## config.mk

```make
export PLATFORM = sky130hd
export DESIGN_NAME = edge_sampled_serial_byte_receiver_flat
export DESIGN_NICKNAME = d
export VERILOG_FILES = /design/src/esbr_pkg.sv /design/src/esbr_channels_if.sv /design/src/edge_sampled_serial_byte_receiver.sv /design/src/flat_wrapper.sv
export SDC_FILE = /design/constraint.sdc
export NUM_CORES = 1
export LEC_CHECK = 0
export BUFFER_PORTS_ARGS = -buffer_cell sky130_fd_sc_hd__buf_4
export CORE_ASPECT_RATIO = 0.7
export CORE_MARGIN = 5
export CORE_UTILIZATION = 42
export CTS_CLUSTER_SIZE = 10
export DETAILED_ROUTE_END_ITERATION = 8
export SKIP_LAST_GASP = 1
export SLEW_MARGIN = 10
export SYNTH_ARGS = -nofsm -noshare
export SYNTH_HDL_FRONTEND = slang
export SYNTH_SLANG_ARGS = --single-unit
```

## constraint.sdc

```tcl
create_clock -name clk -period 10.6 [get_ports clk]
set_clock_uncertainty 0.05 [all_clocks]
set_input_delay 1.06 -clock clk [delete_from_list [all_inputs] [get_ports clk]]
set_output_delay 1.06 -clock clk [all_outputs]
set_load 0.05 [all_outputs]
```

## src/esbr_pkg.sv

```systemverilog
// types and constants of the serial byte receiver
package esbr_pkg;

  // bit_phase codes
  localparam logic [3:0] PH_IDLE      = 4'd0;
  localparam logic [3:0] PH_GAP       = 4'd1;
  localparam logic [3:0] PH_DATA0     = 4'd2;
  localparam logic [3:0] PH_DATA_LAST = 4'd9;
  localparam logic [3:0] PH_PARITY    = 4'd10;
  localparam logic [3:0] PH_STOP      = 4'd11;

  // configuration register indexes
  localparam logic [1:0] REG_BIT_TICKS    = 2'd0;
  localparam logic [1:0] REG_FIRST_SAMPLE = 2'd1;
  localparam logic [1:0] REG_GLITCH       = 2'd2;
  localparam logic [1:0] REG_PAUSE_BITS   = 2'd3;

  // register reset values
  localparam logic [15:0] BIT_TICKS_RST    = 16'd833;
  localparam logic [15:0] FIRST_SAMPLE_RST = 16'd1250;
  localparam logic [15:0] GLITCH_RST       = 16'd200;
  localparam logic [7:0]  PAUSE_BITS_RST   = 8'd0;

  localparam logic [7:0]  DATA_MSB   = 8'h80;
  localparam logic [15:0] MS_SAT_MAX = 16'hFFFF;

  typedef struct packed {
    logic [7:0]  rx_data;
    logic [15:0] gap_ms;
    logic        parity_bad;
    logic        packet_end;
  } result_t;

endpackage

```

## src/esbr_channels_if.sv

```systemverilog
// valid/ready channels for tick items and received bytes
interface esbr_in_if;
  logic valid;
  logic ready;
  logic edge_seen;
  logic ms_pulse;

  modport source (output valid, output edge_seen, output ms_pulse, input ready);
  modport sink (input valid, input edge_seen, input ms_pulse, output ready);
endinterface

interface esbr_out_if;
  logic        valid;
  logic        ready;
  logic [7:0]  rx_data;
  logic [15:0] gap_ms;
  logic        parity_bad;
  logic        packet_end;

  modport source (output valid, output rx_data, output gap_ms, output parity_bad,
                  output packet_end, input ready);
  modport sink (input valid, input rx_data, input gap_ms, input parity_bad,
                input packet_end, output ready);
endinterface

```

## src/edge_sampled_serial_byte_receiver.sv

```systemverilog
// Edge-sampled 8E1 serial byte receiver. Each input item is one timer tick carrying a
// falling-edge flag and a millisecond flag; the block takes one item per clock while
// input ready is high, and a byte is registered into the output stage by the clock edge
// that accepts its last tick. The per-tick update (edge, then mid-bit alarm, each a
// 32-bit add and compare on the bit timer) is combinational. A two-entry output stage
// holds finished bytes, so input stalls only while two bytes wait to be taken. Input
// ready is low during reset. Configuration may be written at any idle time via cfg_we.
module edge_sampled_serial_byte_receiver (
  input  logic        clk,
  input  logic        rst,
  input  logic        cfg_we,
  input  logic [1:0]  cfg_index,
  input  logic [15:0] cfg_data,
  esbr_in_if.sink     in_ch,
  esbr_out_if.source  out_ch
);

  // configuration
  logic [15:0] bit_ticks;
  logic [15:0] first_sample_ticks;
  logic [15:0] glitch_ticks;
  logic [7:0]  pause_bits;

  // receiver state
  logic [31:0] tick_counter;
  logic [31:0] sample_target, sample_target_next;
  logic        alarm_armed, alarm_armed_next;
  logic [31:0] last_edge_time;
  logic [3:0]  bit_phase, bit_phase_next;
  logic [7:0]  shift_byte, shift_byte_next;
  logic        parity_acc, parity_acc_next;
  logic [15:0] ms_since_start, ms_since_start_next;
  logic [15:0] start_gap, start_gap_next;
  logic        pending_valid, pending_valid_next;
  logic [7:0]  pending_data, pending_data_next;
  logic [15:0] pending_gap, pending_gap_next;
  logic        pending_parity_bad, pending_parity_bad_next;

  // output stage
  logic              out_valid, skid_valid;
  esbr_pkg::result_t out_item, skid_item;

  logic              in_accept, out_pop;
  logic              res_valid;
  esbr_pkg::result_t res_item;
  logic              edge_ok;
  logic [31:0]       edge_delta;
  logic [24:0]       idle_span;

  assign in_ch.ready = !rst && !skid_valid;
  assign in_accept   = in_ch.valid && in_ch.ready;
  assign out_pop     = out_valid && out_ch.ready;

  assign out_ch.valid      = out_valid;
  assign out_ch.rx_data    = out_item.rx_data;
  assign out_ch.gap_ms     = out_item.gap_ms;
  assign out_ch.parity_bad = out_item.parity_bad;
  assign out_ch.packet_end = out_item.packet_end;

  assign edge_delta = tick_counter - last_edge_time;
  assign edge_ok    = in_ch.edge_seen &&
                      !(bit_phase != esbr_pkg::PH_IDLE && edge_delta < {16'd0, glitch_ticks});
  // idle timeout after the stop-bit sample
  assign idle_span  = bit_ticks * ({1'b0, pause_bits} + 9'd1);

  always_comb begin
    sample_target_next      = sample_target;
    alarm_armed_next        = alarm_armed;
    bit_phase_next          = bit_phase;
    shift_byte_next         = shift_byte;
    parity_acc_next         = parity_acc;
    start_gap_next          = start_gap;
    pending_valid_next      = pending_valid;
    pending_data_next       = pending_data;
    pending_gap_next        = pending_gap;
    pending_parity_bad_next = pending_parity_bad;
    res_valid               = 1'b0;
    res_item.rx_data        = pending_data;
    res_item.gap_ms         = pending_gap;
    res_item.parity_bad     = pending_parity_bad;
    res_item.packet_end     = 1'b0;

    ms_since_start_next = ms_since_start;
    if (in_ch.ms_pulse && ms_since_start != esbr_pkg::MS_SAT_MAX) begin
      ms_since_start_next = ms_since_start + 16'd1;
    end

    // edge handling
    if (edge_ok) begin
      if (bit_phase <= esbr_pkg::PH_GAP) begin
        // start bit flushes any waiting byte
        if (pending_valid) begin
          res_valid          = 1'b1;
          pending_valid_next = 1'b0;
        end
        start_gap_next      = ms_since_start_next;
        ms_since_start_next = 16'd0;
        sample_target_next  = tick_counter + {16'd0, first_sample_ticks};
        bit_phase_next      = esbr_pkg::PH_DATA0;
        parity_acc_next     = 1'b0;
        alarm_armed_next    = 1'b1;
      end else if (bit_phase <= esbr_pkg::PH_DATA_LAST) begin
        shift_byte_next    = shift_byte >> 1;
        sample_target_next = sample_target + {16'd0, bit_ticks};
        bit_phase_next     = bit_phase + 4'd1;
        alarm_armed_next   = 1'b1;
      end else if (bit_phase == esbr_pkg::PH_PARITY) begin
        sample_target_next = sample_target + {16'd0, bit_ticks};
        bit_phase_next     = esbr_pkg::PH_STOP;
        alarm_armed_next   = 1'b1;
      end
    end

    // mid-bit alarm, on the state left by the edge
    if (alarm_armed_next && sample_target_next == tick_counter) begin
      alarm_armed_next = 1'b0;
      case (bit_phase_next)
        esbr_pkg::PH_GAP: begin
          bit_phase_next = esbr_pkg::PH_IDLE;
          if (pending_valid_next) begin
            res_valid           = 1'b1;
            res_item.packet_end = 1'b1;
            pending_valid_next  = 1'b0;
          end
        end
        esbr_pkg::PH_PARITY: begin
          parity_acc_next    = !parity_acc_next;
          bit_phase_next     = esbr_pkg::PH_STOP;
          sample_target_next = sample_target_next + {16'd0, bit_ticks};
          alarm_armed_next   = 1'b1;
        end
        esbr_pkg::PH_STOP: begin
          pending_data_next       = shift_byte_next;
          pending_gap_next        = start_gap_next;
          pending_parity_bad_next = parity_acc_next;
          pending_valid_next      = 1'b1;
          bit_phase_next          = esbr_pkg::PH_GAP;
          sample_target_next      = sample_target_next + {7'd0, idle_span};
          alarm_armed_next        = 1'b1;
          ms_since_start_next     = 16'd1;
        end
        default: begin
          // no edge before mid-bit: a one
          if (bit_phase_next >= esbr_pkg::PH_DATA0 &&
              bit_phase_next <= esbr_pkg::PH_DATA_LAST) begin
            shift_byte_next    = (shift_byte_next >> 1) | esbr_pkg::DATA_MSB;
            parity_acc_next    = !parity_acc_next;
            bit_phase_next     = bit_phase_next + 4'd1;
            sample_target_next = sample_target_next + {16'd0, bit_ticks};
            alarm_armed_next   = 1'b1;
          end
        end
      endcase
    end
  end

  always_ff @(posedge clk) begin
    if (rst) begin
      bit_ticks          <= esbr_pkg::BIT_TICKS_RST;
      first_sample_ticks <= esbr_pkg::FIRST_SAMPLE_RST;
      glitch_ticks       <= esbr_pkg::GLITCH_RST;
      pause_bits         <= esbr_pkg::PAUSE_BITS_RST;
      tick_counter       <= 32'd0;
      sample_target      <= 32'd0;
      alarm_armed        <= 1'b0;
      last_edge_time     <= 32'd0;
      bit_phase          <= esbr_pkg::PH_IDLE;
      shift_byte         <= 8'd0;
      parity_acc         <= 1'b0;
      ms_since_start     <= 16'd0;
      start_gap          <= 16'd0;
      pending_valid      <= 1'b0;
      pending_data       <= 8'd0;
      pending_gap        <= 16'd0;
      pending_parity_bad <= 1'b0;
      out_valid          <= 1'b0;
      skid_valid         <= 1'b0;
    end else begin
      if (cfg_we) begin
        case (cfg_index)
          esbr_pkg::REG_BIT_TICKS:    bit_ticks <= cfg_data;
          esbr_pkg::REG_FIRST_SAMPLE: first_sample_ticks <= cfg_data;
          esbr_pkg::REG_GLITCH:       glitch_ticks <= cfg_data;
          esbr_pkg::REG_PAUSE_BITS:   pause_bits <= cfg_data[7:0];
          default: begin
          end
        endcase
      end

      if (in_accept) begin
        tick_counter       <= tick_counter + 32'd1;
        sample_target      <= sample_target_next;
        alarm_armed        <= alarm_armed_next;
        bit_phase          <= bit_phase_next;
        shift_byte         <= shift_byte_next;
        parity_acc         <= parity_acc_next;
        ms_since_start     <= ms_since_start_next;
        start_gap          <= start_gap_next;
        pending_valid      <= pending_valid_next;
        pending_data       <= pending_data_next;
        pending_gap        <= pending_gap_next;
        pending_parity_bad <= pending_parity_bad_next;
        if (edge_ok) begin
          last_edge_time <= tick_counter;
        end
      end

      // two-entry output stage; skid full implies no new item this cycle
      if (out_pop) begin
        if (skid_valid) begin
          out_item   <= skid_item;
          skid_valid <= 1'b0;
        end else begin
          out_valid <= in_accept && res_valid;
          out_item  <= res_item;
        end
      end else if (in_accept && res_valid) begin
        if (!out_valid) begin
          out_valid <= 1'b1;
          out_item  <= res_item;
        end else begin
          skid_valid <= 1'b1;
          skid_item  <= res_item;
        end
      end
    end
  end

endmodule

```

## src/flat_wrapper.sv

```systemverilog
// flat-port wrapper written by rule: the top's interface ports become plain ports
module edge_sampled_serial_byte_receiver_flat 
  (clk, rst, cfg_we, cfg_index, cfg_data, in_ch_valid, in_ch_edge_seen, in_ch_ms_pulse, in_ch_ready, out_ch_valid, out_ch_rx_data, out_ch_gap_ms, out_ch_parity_bad, out_ch_packet_end, out_ch_ready);
  esbr_in_if in_ch_i ();
  esbr_out_if out_ch_i ();
  input  logic clk;
  input  logic rst;
  input  logic cfg_we;
  input  logic [1:0] cfg_index;
  input  logic [15:0] cfg_data;
  input wire logic [$bits(in_ch_i.valid)-1:0] in_ch_valid;
  input wire logic [$bits(in_ch_i.edge_seen)-1:0] in_ch_edge_seen;
  input wire logic [$bits(in_ch_i.ms_pulse)-1:0] in_ch_ms_pulse;
  output wire logic [$bits(in_ch_i.ready)-1:0] in_ch_ready;
  output wire logic [$bits(out_ch_i.valid)-1:0] out_ch_valid;
  output wire logic [$bits(out_ch_i.rx_data)-1:0] out_ch_rx_data;
  output wire logic [$bits(out_ch_i.gap_ms)-1:0] out_ch_gap_ms;
  output wire logic [$bits(out_ch_i.parity_bad)-1:0] out_ch_parity_bad;
  output wire logic [$bits(out_ch_i.packet_end)-1:0] out_ch_packet_end;
  input wire logic [$bits(out_ch_i.ready)-1:0] out_ch_ready;
  assign in_ch_i.valid = in_ch_valid;
  assign in_ch_i.edge_seen = in_ch_edge_seen;
  assign in_ch_i.ms_pulse = in_ch_ms_pulse;
  assign in_ch_ready = in_ch_i.ready;
  assign out_ch_valid = out_ch_i.valid;
  assign out_ch_rx_data = out_ch_i.rx_data;
  assign out_ch_gap_ms = out_ch_i.gap_ms;
  assign out_ch_parity_bad = out_ch_i.parity_bad;
  assign out_ch_packet_end = out_ch_i.packet_end;
  assign out_ch_i.ready = out_ch_ready;
  edge_sampled_serial_byte_receiver u_core (.clk(clk), .rst(rst), .cfg_we(cfg_we), .cfg_index(cfg_index), .cfg_data(cfg_data), .in_ch(in_ch_i), .out_ch(out_ch_i));
endmodule
```

# After elaboration in Yosys (flattened, before gate mapping)
# Index checks and enable logic that the tools add are counted.
totals:
  output_inout_bits: 28
  word_cells: 145
  register_bits: 278
op_classes:
  bitwise_logic: 2
  magnitude_cmp: 5
  multipliers: 1
  n_addsub: 10
  n_eq_ne: 11
  n_mux: 59
  n_reduce_logical: 30
op_table:
  columns: ["op", "count"]
  rows:
  - ["$mux 32", 6]
  - ["$mux 16", 7]
  - ["$mux 26", 4]
  - ["$add 32x16->32", 3]
  - ["$pmux 32 s3", 1]
  - ["$mux 8", 6]
  - ["$add 32x1->32 const B", 1]
  - ["$add 32x25->32", 1]
  - ["$eq 32x32->1", 1]
  - ["$lt 32x16->1", 1]
  - ["$sub 32x32->32", 1]
  - ["$mul 16x25->25", 1]
  - ["$mux 1", 25]
  - ["$mux 4", 6]
  - ["$add 16x1->16 const B", 1]
  - ["$ne 16x16->1 const B", 1]
  - ["$reduce_and 2->1", 7]
  - ["$eq 4x4->1 const B", 3]
  - ["$pmux 4 s3", 1]
  - ["$add 8x1->9 const B", 1]
  - ["$logic_and 1x1->1", 9]
  - ["$add 4x1->4 const B", 2]
  - ["$le 4x4->1 const B", 2]
  - ["$pmux 1 s2", 3]
  - ["15 further kinds", 24]

# Logic depth before layout (Yosys ltp)
depth:
  ltp_word: 12
  mapped_depth: 46
  ltp_nobuf: 41

# Worst setup path after synthesis
# OpenSTA, ideal clock, no wires.
synth_timing:
  path_kind: "reg2reg"
  start: "register u_core.tick_counter[0]"
  end: "register u_core.sample_target[28]"
  path_stages_with_launch: 43
  required_time_ns: 10.476
  setup_ns: 0.074
  path_buffers: 5
  slack_ns: 2.008
  synth_period_minus_slack_ns: 8.592
  arrival_time_ns: 8.468
  path_cell_list: "dfxtp_1 > inv_1 > ha_1 > inv_1 > fa_1 > a21o_1 > a221o_1 > a41oi_2 > o21bai_1 > a21oi_1 > xnor2_1 > ha_1 > nand4_1 > nor2_1 > a2111o_1 > a311oi_1 > nand4_1 > nor4bb_1 > [7 not listed] > a22o_1 > ha_1 > fa_1 > a21o_1 > a21oi_1 > o21bai_1 > a21oi_1 > nand2b_1 > nor2_1 > a221oi_1 > o221ai_1 > o41a_1 > a221oi_1 > nor2_1 > nand3_1 > o21ai_0 > a2111o_1 > a31oi_1"
synth_via:
  elab_chain_cells: 11
synth_lines:
  columns: ["item", "line", "text"]
  rows:
  - ["start, declared", "edge_sampled_serial_byte_receiver.sv:25", "logic [31:0] tick_counter;"]
  - ["start signal, assigned", "edge_sampled_serial_byte_receiver.sv:191", "tick_counter <= tick_counter + 32'd1;"]
  - ["parallel branches: the longest is 10 deep, another holds $sub 32x32->32", null, null]
  - ["$mux 32 *", "edge_sampled_serial_byte_receiver.sv:115", "if (alarm_armed_next && sample_target_next == tick_counter) begin"]
  - ["end signal, assigned", "edge_sampled_serial_byte_receiver.sv:192", "sample_target <= sample_target_next;"]
  - ["end, declared", "edge_sampled_serial_byte_receiver.sv:26", "logic [31:0] sample_target, sample_target_next;"]
# Mark *: on every way between the ends.
# A chain may end at the register's enable or synchronous reset.

# Worst setup path after layout
# Ends and elaborated chain as after synthesis.

==> flow_metrics.py <==
metrics = {
    "route": {
        "vias_per_cell": 5.91,
        "drt_pre_antenna_iters": 5,
        "vias": 23900,
        "drtIter0Drc": 2097,
        "drc": 0,
        "ant_nets": 0,
        "wire_per_inst_um": 21.7,
        "wl_um": 87900,
    },
    "placement": {
        "dp.cells": 3989,
        "dp_hpwl_um": 67300,
        "dpl_cell_area_sq_mm": 0.0267,
        "place.gp.congestion": 0.968,
        "port_buffers": 52,
    },
    "critical_path": {
        "startpoint": "u_core.tick_counter[0]",
        "startpoint_type": "flop",
        "critPathMaxStageDelay_ps": 440,
        "cp.arrival_ps": 10230,
        "r2r_cells": 38,
        "crit_slowest_cell": "o41a_1",
        "worst-path-max-fanout": 16,
        "worst-setup-path-type": "reg2reg",
        "r2r_start": "u_core.tick_counter[0]",
        "worst_setup_path_end_kind": "flop",
        "cpMostUsedCell": "nor2_1",
        "ff2ff_setup_slack_ps": 800,
        "r2r_end": "u_core.sample_target[28]",
        "required_ps": 11030,
    },
    "finish": {
        "regArea_sq_mm": 0.00609,
        "drive_gt1_share_pct": 7.41,
        "fin_nets": 3523,
        "final_core_util_pct": 46.3,
        "stdcell_count": 4049,
        "multiInputGateArea_sq_mm": 0.0179,
        "design_area_sq_mm": 0.0278,
        "fillerInstances": 6055,
        "synthToLayoutAreaGrowth_pct": 9.00,
        "antenna_cells": 0,
    },
    "timing": {
        "setup_tns_ps": 0,
        "drv_slew": 0,
        "max_freq_mhz": 102,
        "worst_pin_slew_ps": 1090,
        "rsz0062_at_grt": "false",
        "period_share_pct": 92.5,
        "period_minus_slack_ps": 9800,
        "finalSetupViolCount": 0,
        "finalHoldViolCount": 0,
        "slew_headroom_pct": 27.1,
    },
    "clocking": {
        "clk_path_buf_depth": 3,
        "postCtsHoldBufs": 0,
        "cts_max_level": 2,
        "clkTransAtPathRegs_ps": 60,
        "numCtsBuffers": 36,
        "clkLatencyLatePin_ps": 580,
        "tritoncts": "built",
        "root_buffer": "clkbuf_16",
        "cts.sinks": 278,
        "post-cts-setup-buffers": 0,
    },
    "worst_hold_path": {
        "holdPathStages": 2,
        "hp-class": "reg2reg",
        "min_to": "u_core.last_edge_time[9]",
        "min_from": "u_core.last_edge_time[9]",
    },
    "synth": {
        "async_flop_share_pct": 0,
        "synth_ff_type": "dfxtp_1",
        "synth_area_per_cell_sq_um": 7.86,
        "synth.net_count": 3549,
        "yosysWarnings": 0,
        "syn_inst": 3245,
        "yosysUniqueCellTypes": 100,
        "ys_seq_area_share_pct": 23.8,
        "synth_edf_count": 52,
        "netlist_area_sq_mm": 0.0255,
        "ys_ff_latch": 278,
    },
    "status": {
        "outcome": "finished clean",
    },
    "global_routing": {
        "grt_pass1_wl_um": 136000,
        "grt_max_degree": 88,
        "grt_usage_pct": 25.8,
        "grt_pass1_vias": 22700,
        "grt.overflow.total": 0,
        "antenna_found_initial": 2,
    },
    "power_and_ir_drop": {
        "p_per_area_mw_per_mm2": 117,
        "total_power_mw": 3.25,
        "leakage_nw": 11.8,
        "peakVddDrop_mv": 0.0959,
    },
    "die": {
        "coreArea_sq_mm": 0.0601,
        "pin_count": 53,
        "fp-row-count": 75,
        "initial_utilization_pct": 42.5,
        "die_area_sq_mm": 0.0659,
        "die_h_um": 216,
        "die_x_um": 305,
    },
    "job": {
        "cap_violations": 0,
    },
}
-- state kept, by name, summed over array words and instances (netlist names), 4 cells and up --
| signal | flops |
|---|---|
| u_core.ms_since_start | 16 |
| u_core.sample_target | 32 |
| u_core.start_gap | 16 |
| u_core.bit_phase | 4 |
| u_core.pending_data | 8 |
| u_core.out_ch.gap_ms | 16 |
| u_core.glitch_ticks | 16 |
| u_core.pending_gap | 16 |
| u_core.out_ch.rx_data | 8 |
| u_core.bit_ticks | 16 |
| u_core.pause_bits | 8 |
| u_core.first_sample_ticks | 16 |
| u_core.shift_byte | 8 |
| u_core.skid_item | 26 |
| u_core.tick_counter | 32 |
| u_core.last_edge_time | 32 |
-- worst max path at each step --
stage | cells after the start | endpoint | slack [ps]
6_report | 38 | u_core.sample_target[28] | 800
5_1_grt | 38 | u_core.sample_target[28] | 30
4_1_cts | 40 | u_core.sample_target[27] | 600
3_5_place_dp | 40 | u_core.sample_target[27] | 630
3_3_place_gp | 40 | u_core.sample_target[27] | 850
2_1_floorplan | 42 | u_core.sample_target[28] | 2010
-- timing repair --
item / CTS / global route
setup endpoints to repair: 0 / 5
endpoints found under the hold margin: 0 / 0
gates resized for setup: 0 / 5
-- cell families after synthesis --
group | after synthesis | share of synthesized area, %
fa+ha+maj | 279 | 16.7
xor+xnor | 198 | 6.80
buf+inv | 429 | 6.50
mux | 69 | 2.91
flops | 278 | 23.8
compound gates | 833 | 21.5
simple gates | 1159 | 21.8
-- metrics by stage --
stage | hold slack, ps | worst slack [ps]
3_5_place_dp | 396 | 625
3_3_place_gp | 392 | 854
5_1_grt | 415 | 34.6
4_1_cts | 405 | 595
6_report | 402 | 798
2_1_floorplan | 374 | 2010
-- where the power goes --
group	switching, mW	internal (mW)
clock	0.501	0.671
combinational	0.596	0.326
sequential	0.0602	1.10
total	1.16	2.09
-- cells in the mapped netlist, drive strengths merged (8+ instances only) --
library cell	count	share of area (%)
o21a	23	0.68
nor3	50	1.0
edfxtp	52	6.1
and3	36	0.88
nor2b	58	1.4
ha	175	8.6
o31ai	16	0.47
mux2i	33	1.3
and2	56	1.4
clkbuf	143	2.1
o21ai	153	3.0
or4	8	0.25
nor2	225	3.3
o211ai	29	0.87
fa	104	8.2
o21bai	30	0.88
nand2b	50	1.2
xnor2	113	3.9
a2bb2oi	15	0.58
and4	9	0.31
a22oi	18	0.53
or3	25	0.61
nand4	36	0.91
a211oi	25	0.76
nand3	110	2.2
buf	31	0.64
or2	13	0.32
a21oi	265	5.2
dfxtp	226	18
xor2	85	2.9
a221oi	20	0.76
o22ai	24	0.59
o221ai	9	0.31
nor4	22	0.66
mux2	36	1.6
a211o	29	1.0
inv	255	3.8
a31oi	37	0.91
a21o	56	1.6
nand2	433	6.4
-- per-layer routing --
metal	vias to the layer above	part of all wire, %	GRT usage, %
li1	11300	-	-
met5	-	0.016	0
met4	4	1.8	5.14
met3	119	9.2	6.45
met2	875	40	36.3
met1	11600	49	39.8
-- worst max-delay path: cells and delay by family (launching register included) --
family	cells	cell delay [ps]
xor+xnor	1	140
compound gates	19	5130
simple gates	11	2250
buf+inv	3	550
flops	1	390
fa+ha+maj	4	1220
-- placed cells by master, fill, tap and decap left out, types with 104 or more instances in the layout --
cell     count
ha_1       175
xnor2_1    113
dfxtp_1    226
buf_4      110
nor2_1     220
nand2_1    432
fa_1       104
o21ai_0    142
nand3_1    110
inv_1      255
a21oi_1    261
-- cell type report --
type	count	share of cell area, %
clock buffers	53	3.54
clock inverters	7	0.351
inverters	255	3.44
multi-input cells	2538	64.2
flip-flops and latches	278	21.9
well taps	808	3.63
repair buffers	110	2.97
Power figures use the tool's default switching activity.
